$ cat src/cdate_pkg.sv
// Shared types, constants and helper functions for the calendar date counter.
`timescale 1ns / 1ps

package cdate_pkg;

    // Operation codes
    localparam logic [2:0] OP_LOAD      = 3'd0;
    localparam logic [2:0] OP_ADD_DAY   = 3'd1;
    localparam logic [2:0] OP_ADD_MONTH = 3'd2;
    localparam logic [2:0] OP_ADD_YEAR  = 3'd3;
    localparam logic [2:0] OP_NEXT_MON  = 3'd4;

    // Weekday codes
    localparam logic [2:0] WD_SUNDAY = 3'd0;
    localparam logic [2:0] WD_MONDAY = 3'd1;
    localparam logic [2:0] WD_FRIDAY = 3'd5;

    // Date limits and reset date
    localparam logic [13:0] YEAR_MAX   = 14'd9999;
    localparam logic [13:0] YEAR_RESET = 14'd2021;
    localparam logic [3:0]  MONTH_JAN  = 4'd1;
    localparam logic [3:0]  MONTH_FEB  = 4'd2;
    localparam logic [3:0]  MONTH_MAR  = 4'd3;
    localparam logic [3:0]  MONTH_DEC  = 4'd12;
    localparam logic [4:0]  DAY_FIRST  = 5'd1;

    // Reciprocals: floor(x * RECIP_100 >> 19) == x / 100 for x < 2^14,
    // floor(x * RECIP_7 >> 18) == x / 7 for x < 2^14.
    localparam logic [12:0] RECIP_100 = 13'd5243;
    localparam logic [15:0] RECIP_7   = 16'd37450;

    // Controller to datapath commands
    typedef struct packed {
        logic latch;      // take a new item, set up the working date
        logic q_load;     // register year / 100 of the selected operand
        logic mul_wd;     // operand select: 1 weekday year, 0 working year
        logic leap_load;  // register leap flag of working year
        logic adjust;     // load check or day clamp
        logic walk_step;  // advance working date one day
        logic sum_load;   // register weekday sum
        logic div_load;   // register sum / 7
        logic commit;     // write back the date and weekday
    } t_cmd;

    // Datapath to controller status
    typedef struct packed {
        logic is_walk;    // item walks day by day
        logic walk_last;  // current walk step is the last one
    } t_stat;

    // Days in a month; leap selects February length
    function automatic logic [4:0] month_len(input logic [3:0] m, input logic leap);
        logic [4:0] len;
        case (m)
            4'd2:                    len = leap ? 5'd29 : 5'd28;
            4'd4, 4'd6, 4'd9, 4'd11: len = 5'd30;
            default:                 len = 5'd31;
        endcase
        return len;
    endfunction

    // Month term of the weekday sum
    function automatic logic [2:0] month_offset(input logic [3:0] m);
        logic [2:0] off;
        case (m)
            4'd1:    off = 3'd0;
            4'd2:    off = 3'd3;
            4'd3:    off = 3'd2;
            4'd4:    off = 3'd5;
            4'd5:    off = 3'd0;
            4'd6:    off = 3'd3;
            4'd7:    off = 3'd5;
            4'd8:    off = 3'd1;
            4'd9:    off = 3'd4;
            4'd10:   off = 3'd6;
            4'd11:   off = 3'd2;
            4'd12:   off = 3'd4;
            default: off = 3'd0;
        endcase
        return off;
    endfunction

    // Gregorian leap test given y and q = y / 100
    function automatic logic leap_of(input logic [13:0] y, input logic [7:0] q);
        logic [13:0] hund;
        logic        century;
        hund    = 14'(q) * 14'd100;
        century = (y == hund);
        return century ? (q[1:0] == 2'd0) : (y[1:0] == 2'd0);
    endfunction

endpackage

$ cat src/calendar_date_counter.sv
// Top level of the Gregorian calendar date counter with weekday.
//
// Usage: drive i_operation and the i_load_* fields and raise start while busy
// is low; the item is taken at that clock edge. Operations are load, add one
// day, add one month, add one year and advance to the next Monday.
// Exactly one result follows each item: o_valid is high for one cycle and the
// o_cur_* date, o_weekday, o_leap_year, o_month_length and o_error are
// valid in that cycle. The receiver cannot stall; o_valid is not held.
// After acceptance each item passes a leap step (multiply, then check),
// then the load check or day clamp step for load, add month, add year and
// unused codes, or a day walk for add day (one day) and next Monday (one to
// seven days), then a final leap step. The walk advances one day per cycle and
// the weekday is found in four steps through a shared multiplier, a sum and a
// reciprocal multiply for the modulo 7. busy stays high from acceptance until
// the o_valid cycle, so items go one at a time: a new item waits for the last.
// A failed item (invalid load or year past 9999) keeps the stored date and
// reports o_error high. Reset sets the date to 2021-01-01, a Friday.
`timescale 1ns / 1ps

module calendar_date_counter (
    input  logic        i_clk,
    input  logic        i_rst_n,
    input  logic        start,
    output logic        busy,
    input  logic [2:0]  i_operation,
    input  logic [13:0] i_load_year,
    input  logic [3:0]  i_load_month,
    input  logic [4:0]  i_load_day,
    output logic        o_valid,
    output logic [13:0] o_cur_year,
    output logic [3:0]  o_cur_month,
    output logic [4:0]  o_cur_day,
    output logic [2:0]  o_weekday,
    output logic        o_leap_year,
    output logic [4:0]  o_month_length,
    output logic        o_error
);
    import cdate_pkg::*;

    t_cmd  cmd;
    t_stat stat;

    // Sequencer
    cdate_ctrl u_ctrl (
        .i_clk   (i_clk),
        .i_rst_n (i_rst_n),
        .start   (start),
        .busy    (busy),
        .i_stat  (stat),
        .o_cmd   (cmd),
        .o_valid (o_valid)
    );

    // Date arithmetic
    cdate_dp u_dp (
        .i_clk          (i_clk),
        .i_rst_n        (i_rst_n),
        .i_cmd          (cmd),
        .o_stat         (stat),
        .i_operation    (i_operation),
        .i_load_year    (i_load_year),
        .i_load_month   (i_load_month),
        .i_load_day     (i_load_day),
        .o_cur_year     (o_cur_year),
        .o_cur_month    (o_cur_month),
        .o_cur_day      (o_cur_day),
        .o_weekday      (o_weekday),
        .o_leap_year    (o_leap_year),
        .o_month_length (o_month_length),
        .o_error        (o_error)
    );

endmodule

$ cat src/cdate_ctrl.sv
// Controller state machine that sequences one item through the datapath.
`timescale 1ns / 1ps

module cdate_ctrl (
    input  logic            i_clk,
    input  logic            i_rst_n,
    input  logic            start,
    output logic            busy,
    input  cdate_pkg::t_stat i_stat,
    output cdate_pkg::t_cmd  o_cmd,
    output logic            o_valid
);
    import cdate_pkg::*;

    typedef enum logic [3:0] {
        S_IDLE,
        S_LEAP_MUL,
        S_LEAP_CHK,
        S_ADJUST,
        S_WALK,
        S_FIN_MUL,
        S_FIN_CHK,
        S_WD_MUL,
        S_WD_SUM,
        S_WD_DIV,
        S_WD_REM
    } t_state;

    t_state r_state;
    t_state n_state;
    logic   r_valid;

    // Next state
    always_comb begin
        n_state = r_state;
        case (r_state)
            S_IDLE:     if (start) n_state = S_LEAP_MUL;
            S_LEAP_MUL: n_state = S_LEAP_CHK;
            S_LEAP_CHK: n_state = i_stat.is_walk ? S_WALK : S_ADJUST;
            S_ADJUST:   n_state = S_FIN_MUL;
            S_WALK:     if (i_stat.walk_last) n_state = S_FIN_MUL;
            S_FIN_MUL:  n_state = S_FIN_CHK;
            S_FIN_CHK:  n_state = S_WD_MUL;
            S_WD_MUL:   n_state = S_WD_SUM;
            S_WD_SUM:   n_state = S_WD_DIV;
            S_WD_DIV:   n_state = S_WD_REM;
            S_WD_REM:   n_state = S_IDLE;
            default:    n_state = S_IDLE;
        endcase
    end

    // Commands decoded from state
    always_comb begin
        o_cmd           = '0;
        o_cmd.latch     = (r_state == S_IDLE) && start;
        o_cmd.q_load    = (r_state == S_LEAP_MUL) || (r_state == S_FIN_MUL) ||
                          (r_state == S_WD_MUL);
        o_cmd.mul_wd    = (r_state == S_WD_MUL);
        o_cmd.leap_load = (r_state == S_LEAP_CHK) || (r_state == S_FIN_CHK);
        o_cmd.adjust    = (r_state == S_ADJUST);
        o_cmd.walk_step = (r_state == S_WALK);
        o_cmd.sum_load  = (r_state == S_WD_SUM);
        o_cmd.div_load  = (r_state == S_WD_DIV);
        o_cmd.commit    = (r_state == S_WD_REM);
    end

    // State and result strobe
    always_ff @(posedge i_clk) begin
        if (!i_rst_n) begin
            r_state <= S_IDLE;
            r_valid <= 1'b0;
        end else begin
            r_state <= n_state;
            r_valid <= (r_state == S_WD_REM);
        end
    end

    assign busy    = (r_state != S_IDLE);
    assign o_valid = r_valid;

endmodule

$ cat src/cdate_dp.sv
// Datapath: stored date, working date, leap and weekday arithmetic.
`timescale 1ns / 1ps

module cdate_dp (
    input  logic             i_clk,
    input  logic             i_rst_n,
    input  cdate_pkg::t_cmd  i_cmd,
    output cdate_pkg::t_stat o_stat,
    input  logic [2:0]       i_operation,
    input  logic [13:0]      i_load_year,
    input  logic [3:0]       i_load_month,
    input  logic [4:0]       i_load_day,
    output logic [13:0]      o_cur_year,
    output logic [3:0]       o_cur_month,
    output logic [4:0]       o_cur_day,
    output logic [2:0]       o_weekday,
    output logic             o_leap_year,
    output logic [4:0]       o_month_length,
    output logic             o_error
);
    import cdate_pkg::*;

    // Stored date
    logic [13:0] r_year;
    logic [3:0]  r_month;
    logic [4:0]  r_day;
    logic [2:0]  r_wday;
    logic        r_leap;
    logic        r_err;

    // Working item
    logic [2:0]  r_op;
    logic [13:0] r_wk_year;
    logic [3:0]  r_wk_month;
    logic [4:0]  r_wk_day;
    logic        r_wk_leap;
    logic        r_fail;
    logic [2:0]  r_cnt;

    // Arithmetic pipeline registers
    logic [7:0]  r_q;
    logic [13:0] r_yy;
    logic [13:0] r_sum;
    logic [10:0] r_p;

    logic [13:0] mul_in;
    logic [26:0] prod_q;
    logic [29:0] prod_d;
    logic [13:0] year_inc;
    logic [2:0]  steps;
    logic [4:0]  wk_ml;
    logic        load_ok;
    logic [13:0] n_sum;
    logic [13:0] rem_full;

    // Shared year / 100 multiplier
    assign mul_in = i_cmd.mul_wd ? r_yy : r_wk_year;
    assign prod_q = 27'(mul_in) * 27'(RECIP_100);

    // Sum / 7 multiplier and remainder
    assign prod_d   = 30'(r_sum) * 30'(RECIP_7);
    assign rem_full = r_sum - (14'(r_p) * 14'd7);

    assign year_inc = r_year + 14'd1;
    assign wk_ml    = month_len(r_wk_month, r_wk_leap);

    // Days to the next Monday, strictly later
    always_comb begin
        if (r_wday == WD_SUNDAY) begin
            steps = 3'd1;
        end else if (r_wday == WD_MONDAY) begin
            steps = 3'd7;
        end else begin
            steps = 3'(4'd8 - 4'(r_wday));
        end
    end

    // Load validity
    assign load_ok = (r_wk_year != 14'd0) && (r_wk_year <= YEAR_MAX) &&
                     (r_wk_month != 4'd0) && (r_wk_month <= MONTH_DEC) &&
                     (r_wk_day != 5'd0) && (r_wk_day <= wk_ml);

    // Weekday sum: yy + yy/4 - yy/100 + yy/400 + month term + day
    assign n_sum = r_yy + (r_yy >> 2) - 14'(r_q) + 14'(r_q >> 2) +
                   14'(month_offset(r_wk_month)) + 14'(r_wk_day);

    // Working registers
    always_ff @(posedge i_clk) begin
        if (i_cmd.latch) begin
            r_op       <= i_operation;
            r_wk_year  <= r_year;
            r_wk_month <= r_month;
            r_wk_day   <= r_day;
            r_fail     <= 1'b0;
            r_cnt      <= 3'd1;
            case (i_operation)
                OP_LOAD: begin
                    r_wk_year  <= i_load_year;
                    r_wk_month <= i_load_month;
                    r_wk_day   <= i_load_day;
                end
                OP_NEXT_MON: begin
                    r_cnt <= steps;
                end
                OP_ADD_MONTH: begin
                    if (r_month == MONTH_DEC) begin
                        if (r_year >= YEAR_MAX) begin
                            r_fail <= 1'b1;
                        end else begin
                            r_wk_year  <= year_inc;
                            r_wk_month <= MONTH_JAN;
                        end
                    end else begin
                        r_wk_month <= r_month + 4'd1;
                    end
                end
                OP_ADD_YEAR: begin
                    if (r_year >= YEAR_MAX) begin
                        r_fail <= 1'b1;
                    end else begin
                        r_wk_year <= year_inc;
                    end
                end
                default: begin
                end
            endcase
        end

        if (i_cmd.q_load) begin
            r_q <= prod_q[26:19];
        end

        // Leap flag of working year, and the weekday year term
        if (i_cmd.leap_load) begin
            r_wk_leap <= leap_of(r_wk_year, r_q);
            r_yy      <= (r_wk_month < MONTH_MAR) ? (r_wk_year - 14'd1) : r_wk_year;
        end

        // Load check, or clamp day to the new month length
        if (i_cmd.adjust) begin
            if (r_op == OP_LOAD) begin
                if (!load_ok) begin
                    r_fail <= 1'b1;
                end
            end else if ((r_op == OP_ADD_MONTH) || (r_op == OP_ADD_YEAR)) begin
                if (r_wk_day > wk_ml) begin
                    r_wk_day <= wk_ml;
                end
            end
        end

        // One day forward; a walk never reaches February after a year roll
        if (i_cmd.walk_step) begin
            r_cnt <= r_cnt - 3'd1;
            if (!r_fail) begin
                if (r_wk_day >= wk_ml) begin
                    if (r_wk_month == MONTH_DEC) begin
                        if (r_wk_year >= YEAR_MAX) begin
                            r_fail <= 1'b1;
                        end else begin
                            r_wk_year  <= r_wk_year + 14'd1;
                            r_wk_month <= MONTH_JAN;
                            r_wk_day   <= DAY_FIRST;
                        end
                    end else begin
                        r_wk_month <= r_wk_month + 4'd1;
                        r_wk_day   <= DAY_FIRST;
                    end
                end else begin
                    r_wk_day <= r_wk_day + 5'd1;
                end
            end
        end

        if (i_cmd.sum_load) begin
            r_sum <= n_sum;
        end

        if (i_cmd.div_load) begin
            r_p <= prod_d[28:18];
        end
    end

    // Stored date, written back only when the item succeeds
    always_ff @(posedge i_clk) begin
        if (!i_rst_n) begin
            r_year  <= YEAR_RESET;
            r_month <= MONTH_JAN;
            r_day   <= DAY_FIRST;
            r_wday  <= WD_FRIDAY;
            r_leap  <= 1'b0;
            r_err   <= 1'b0;
        end else if (i_cmd.commit) begin
            r_err <= r_fail;
            if (!r_fail) begin
                r_year  <= r_wk_year;
                r_month <= r_wk_month;
                r_day   <= r_wk_day;
                r_wday  <= rem_full[2:0];
                r_leap  <= r_wk_leap;
            end
        end
    end

    assign o_stat.is_walk   = (r_op == OP_ADD_DAY) || (r_op == OP_NEXT_MON);
    assign o_stat.walk_last = (r_cnt == 3'd1);

    assign o_cur_year     = r_year;
    assign o_cur_month    = r_month;
    assign o_cur_day      = r_day;
    assign o_weekday      = r_wday;
    assign o_leap_year    = r_leap;
    assign o_month_length = month_len(r_month, r_leap);
    assign o_error        = r_err;

endmodule
$ cat config.mk
export PLATFORM = sky130hd
export DESIGN_NAME = calendar_date_counter
export DESIGN_NICKNAME = d
export VERILOG_FILES = /design/src/cdate_pkg.sv /design/src/calendar_date_counter.sv /design/src/cdate_ctrl.sv /design/src/cdate_dp.sv
export SDC_FILE = /design/constraint.sdc
export NUM_CORES = 1
export LEC_CHECK = 0
export BUFFER_PORTS_ARGS = -buffer_cell sky130_fd_sc_hd__clkbuf_2
export CAP_MARGIN = 20
export CORE_UTILIZATION = 55
export CTS_BUF_LIST = sky130_fd_sc_hd__clkbuf_8
export DETAILED_ROUTE_END_ITERATION = 6
export PLACE_DENSITY = 0.71
export SLEW_MARGIN = 20
export SYNTH_ARGS = -nofsm -noshare
export SYNTH_HDL_FRONTEND = slang
export SYNTH_SLANG_ARGS = --single-unit
export TNS_END_PERCENT = 10
$ cat constraint.sdc
create_clock -name i_clk -period 18.7 [get_ports i_clk]
set_input_delay 1.87 -clock i_clk [delete_from_list [all_inputs] [get_ports i_clk]]
set_output_delay 1.87 -clock i_clk [all_outputs]
set_load 0.02 [all_outputs]
Yosys cells after proc, flatten, opt, wreduce, memory -nomap -nowiden
Memory sizes are Yosys's and may differ from the RTL's. A register that Yosys moved wholly into a read port is not among the register bits.
Cells that the tools add are included.
{"block": "word_totals", "ff_bits": 111, "romBits": 48, "input_bits": 29, "elab_cells": 164, "memories": 1}
{"name": "(no name shown)", "depth": 16, "word_bits": 3, "read_ports": 1, "rd_ports_with_merged_regs": 1, "wr": 0, "line_no": "cdate_pkg.sv:65", "rtl": "case (m)"}
{"block": "op_classes", "n_addsub": 14, "multipliers": 4, "order_cmp": 8, "n_eq_ne": 34, "muxes": 57, "bitwise": 1, "reduce_logical": 26}
{"cell": "14-bit two-way mux", "n": 10}
{"cell": "5-bit two-way mux", "n": 11}
{"cell": "14-bit one-hot mux with 3 select lines", "n": 1}
{"cell": "4-bit two-way mux", "n": 10}
{"cell": "4-bit one-hot mux with 10 select lines", "n": 1}
{"cell": "4-bit == test (second input constant)", "n": 9}
{"cell": "4-bit by 3-bit == test with 1-bit output (second input constant)", "n": 8}
{"cell": "14-bit by 1-bit adder with 14-bit output (second input constant)", "n": 2}
{"cell": "14-bit >= comparator (second input constant)", "n": 2}
{"cell": "14-bit by 15-bit multiplier with 28-bit output (second input constant)", "n": 1}
{"cell": "14-bit by 13-bit multiplier with 27-bit output (second input constant)", "n": 1}
{"cell": "5-bit one-hot mux with 2 select lines", "n": 2}
{"cell": "3-bit two-way mux", "n": 6}
{"cell": "4-bit by 2-bit == test with 1-bit output (second input constant)", "n": 4}
{"cell": "14-bit by 12-bit adder with 14-bit output", "n": 1}
{"cell": "14-bit by 3-bit adder with 14-bit output", "n": 1}
{"cell": "14-bit by 5-bit adder with 14-bit output", "n": 1}
{"cell": "14-bit by 6-bit adder with 14-bit output", "n": 1}
{"cell": "14-bit == test", "n": 1}
{"cell": "14-bit less-or-equal comparator (second input constant)", "n": 1}
{"cell": "1-bit two-way mux", "n": 14}
{"cell": "14-bit nonzero test", "n": 1}
{"cell": "14-bit by 1-bit subtractor with 14-bit output (second input constant)", "n": 1}
{"cell": "14-bit by 8-bit subtractor with 14-bit output", "n": 1}
{"cell": "other kinds (31)", "n": 53}

Longest topological paths before layout
{"block": "logic_depth", "depth_word": 14, "mapped_depth": 25, "ltp_nobuf": 23}

Hierarchy
A second synthesis with hierarchy kept.
{"block": "hier_totals", "hier_cells": 1415, "hier_area_um2": 13050.0}
{"module": "cdate_dp", "n_inst": 1, "cells_each": 1369, "area_per_inst_um2": 12692.2}
{"module": "cdate_ctrl", "n_inst": 1, "cells_each": 46, "area_per_inst_um2": 357.8}

Worst setup path after synthesis
Ideal clock, no wire load.
{"block": "synth_timing", "path_kind": "register -> register", "start": "register u_ctrl.r_state[1]", "end": "register u_dp.r_q[7], data pin", "setup_ns": 0.260, "arrival_ns": 5.643, "t_required_ns": 18.440, "path_slack_ns": 12.798, "path_stages_with_launch": 25, "path_cell_list": "dfxtp_1 > clkbuf_1 > nand4b_1 > buf_2 > clkbuf_1 > a21oi_1 > inv_1 > ha_1 > o21bai_1 > ha_1 > inv_1 > fa_1 > inv_1 > fa_1 > inv_1 > fa_1 > inv_1 > ha_1 > a21oi_1 > o21a_1 > a2bb2oi_1 > o211ai_1 > a221o_1 > a21oi_1 > xnor2_1"}
{"block": "synth_between", "elab_chain_len": 3}
{"element": "from (decl)", "line_no": "cdate_ctrl.sv:29", "rtl": "t_state r_state;"}
{"element": "from (signal assigned)", "line_no": "cdate_ctrl.sv:73", "rtl": "r_state <= n_state;"}
{"element": "4-bit by 3-bit == test with 1-bit output", "line_no": "cdate_ctrl.sv:58", "rtl": "o_cmd.mul_wd = (r_state == S_WD_MUL);"}
{"element": "14-bit two-way mux", "line_no": "cdate_dp.sv:57", "rtl": "assign mul_in = i_cmd.mul_wd ? r_yy : r_wk_year;"}
{"element": "14-bit by 13-bit multiplier with 27-bit output", "line_no": "cdate_dp.sv:58", "rtl": "assign prod_q = 27'(mul_in) * 27'(RECIP_100);"}
{"element": "via u_dp.prod_q[26]", "line_no": "cdate_dp.sv:47", "rtl": "logic [26:0] prod_q;"}
{"element": "to (signal assigned)", "line_no": "cdate_dp.sv:130", "rtl": "r_q <= prod_q[26:19];"}
{"element": "to (decl)", "line_no": "cdate_dp.sv:41", "rtl": "logic [7:0] r_q;"}
The timed path passes the listed nets, and every way through them passes these cells.
A chain may end at the register's enable or synchronous reset.

Worst setup path after layout
{"block": "layout_timing", "start": "register u_ctrl.r_state[3]", "end": "register u_dp.r_q[7], data pin"}
Same word-level chain as after synthesis.

==> qor.yml <==
timing:
  post-route-min-period_ns: 6.47
  rsz0062_at_grt: "false"
  max_freq_ghz: 0.155
  finalMaxSlewViolations: 0
  relSlewSlack_pct: 27.1
  fin_crit_sh_pct: 34.6
  setup-tns-final_ns: 0
  worst_pin_slew_ns: 1.09
  finClkSkew_ns: 0.0202
  setup_viol: 0
  hold_viol_final: 0
finish:
  layout-drive-gt1-share_pct: 7.31
  antenna_cells: 0
  design_area_um2: 13900
  fillCellCount: 2123
  nets: 1845
  final_common_cell: "inv_1"
  areaGrowthSynthToFinish_pct: 5.32
  layout_common_cells: "inv_1, ha_1, nand2_1, fa_1, nor2_1"
outcome:
  status: "complete, no violations"
clocking:
  clk_latency_ns: 0.40
  cts_hold_buf: 0
  cts_tree: "done"
  root_buffer: "clkbuf_8"
  cts_sinks: 106
  clockBufferDepth: 2
  clkTransAtPathRegs_ns: 0.11
  cts_htree_levels: 3
  cts_resized: 0
  postCtsSetupBuffers: 0
  cts_buffers: 9
worst_setup_path:
  startpoint_type: "flop"
  rr_startpoint: "u_ctrl.r_state[3]$_SDFFE_PN0P_"
  worst-path-max-fanout: 31
  critical_path_class: "reg -> reg"
  arrival_ns: 6.61
  path_cells: "nand4b_1 > buf_4 > nor2_1 > a21oi_1 > inv_1 > ha_1 > inv_1 > fa_1 > inv_1 > fa_1 > ha_1 > inv_1 > fa_1 > inv_1 > ha_1 > a211oi_1 > o211ai_1 > o211ai_1 > o211ai_1 > a221o_1 > a21oi_1 > xnor2_1"
  critPathRequiredTime_ns: 18.84
  max_stage_delay_ns: 0.52
  crit_top_cell: "inv_1"
  crit_slowest_cell: "fa_1"
  startpoint: "u_ctrl.r_state[3]$_SDFFE_PN0P_"
  cp-end-kind: "flop"
drt:
  num_vias: 10100
  drc: 0
  dr.first_iter.drc_count: 653
  drtPass1Iterations: 5
  post_drt_wl_per_cell_um: 16.2
  drt_wl_total_mm: 29.2
  ant_nets: 0
  vias_per_cell: 5.62
logic_synthesis:
  ys_ff_latch: 106
  yosysWarnings: 0
  synth_top_family_by_area: "adder cells"
  synthCells: 1447
  synth-main-ff-cell: "dfxtp_1"
  synth-simple-area-share_pct: 12.1
  synth-edff-count: 46
  synthAdderAreaFrac_pct: 38.9
  async_flop_share_pct: 0
  synth-seq-area-share_pct: 19.6
  syn_avg_cell_area_um2: 9.09
  syn-cell-area_um2: 13200
  synth-compound-area-share_pct: 13.7
  synth_xor_area_share_pct: 5.99
  synth_mux_area_share_pct: 0.628
  ys_types: 80
floorplanning:
  dieArea_um2: 24500
  ioPinCount: 64
  die_h_um: 157
  core-area_um2: 23500
  rows: 56
  start_util_pct: 56.1
  die_w_um: 157
global_routing:
  top_usage_layer: "met2"
  grt_pass1_wl_mm: 48.8
  grt_pass1_vias: 9952
  grt_start_max_net_pins: 34
  use_met3_pct: 3.77
  grt_use_met2_pct: 42.3
  grt_use_total_pct: 25.3
  grt_antenna_before_repair: 0
  gr-total-overflow: 0
  use_met1_pct: 34.4
placement:
  gp_congestion: 0.920
  placed_area_um2: 13700
  io_buffers: 60
  dp_hpwl_mm: 24.4
worst_hold_path:
  hp-class: "reg -> reg"
  min-delay-start: "u_dp.o_cur_day[2]$_SDFFE_PN0P_"
run:
  drv_cap: 0
path summary, 6_finish.rpt:
| kind | to | slack (ns) | depth (start not counted) |
|---|---|---|---|
| max | u_dp.r_q[7]$_DFFE_PP_ | 12.23 | 22 |
| min | u_dp.o_cur_day[2]$_SDFFE_PN0P_ | 0.49 | 2 |
| max reg2reg | u_dp.r_q[7]$_DFFE_PP_ | 12.23 | 22 |
| min reg2reg | u_dp.o_cur_day[2]$_SDFFE_PN0P_ | 0.49 | 2 |
kinds of logic (layout without fill, tap and decap cells):
family                     Yosys count  in the layout
adders and majority gates          346            346
and+or+nand+nor                    322            322
buffers and inverters              306            334
AOI/OAI and AO/OA                  268            268
DFF                                106            106
xor gates and xnor gates            90             90
muxes                                8              8
other                                1              3
registers in the layout (all words and copies together) (netlist names), named ones only:
name	count
u_dp.r_q	8
u_ctrl.r_state	4
u_dp.o_error	1
u_dp.r_wk_leap	1
u_dp.o_weekday	3
u_dp.o_cur_year	14
u_dp.o_leap_year	1
u_ctrl.o_valid	1
u_dp.o_cur_month	4
u_dp.r_p	3
u_dp.r_sum	14
u_dp.r_wk_year	14
u_dp.o_cur_day	5
u_dp.r_fail	1
u_dp.r_wk_day	5
u_dp.r_op	3
u_dp.r_yy	14
u_dp.r_wk_month	4
u_dp.r_cnt	3
worst max-delay path: cells and delay by family, from the launching register on:
kind                     cells  cell delay (ns)
XOR/XNOR                     1             0.09
AO/OA/AOI/OAI                7             2.13
flip-flops                   1             0.50
adder cells (fa/ha/maj)      6             2.46
AND/OR/NAND/NOR              2             0.26
buffers and inverters        6             0.74
Yosys cell counts (34+ instances only):
cell | count | area (um2)
clkbuf_1 | 39 | 146
ha_1 | 238 | 2980
fa_1 | 106 | 2120
o21ai_0 | 55 | 275
nor2_1 | 68 | 255
a21oi_1 | 64 | 320
edfxtp_1 | 46 | 1380
nand2_1 | 116 | 435
xnor2_1 | 63 | 552
nand3_1 | 34 | 170
dfxtp_1 | 60 | 1200
inv_1 | 248 | 931
area by class of cell:
class	instances	area, um2	area share [%]
multi-input cells	1037	9400	67.8
inverters	251	942	6.80
well taps	319	399	2.88
flip-flops and latches	106	2580	18.6
clock buffers	9	124	0.894
clock inverters	7	61.3	0.442
repair buffers	67	353	2.55
per-stage QoR:
step | instances | utilization (%) | worst slack, ns | hold slack (ns)
floorplan | 1449 | - | 12.80 | 0.498
global placement | 1780 | 58.2 | 12.47 | 0.474
detailed placement | 1780 | 58.2 | 12.36 | 0.477
CTS | 1796 | 59.0 | 12.31 | 0.491
global route | 1796 | 59.0 | 11.88 | 0.531
finish | 1796 | 59.0 | 12.23 | 0.489
metal layers:
layer	share of wire, %	routed length [um]	vias to the layer above
met5	0	0	-
met2	47	13700	240
met3	4.7	1380	36
li1	-	-	4955
met1	47	13600	4856
met4	1.6	472	0
Power is left out: the tool's default activity adds up to more than one toggle a clock period on the data nets, which glitch-free logic cannot reach.
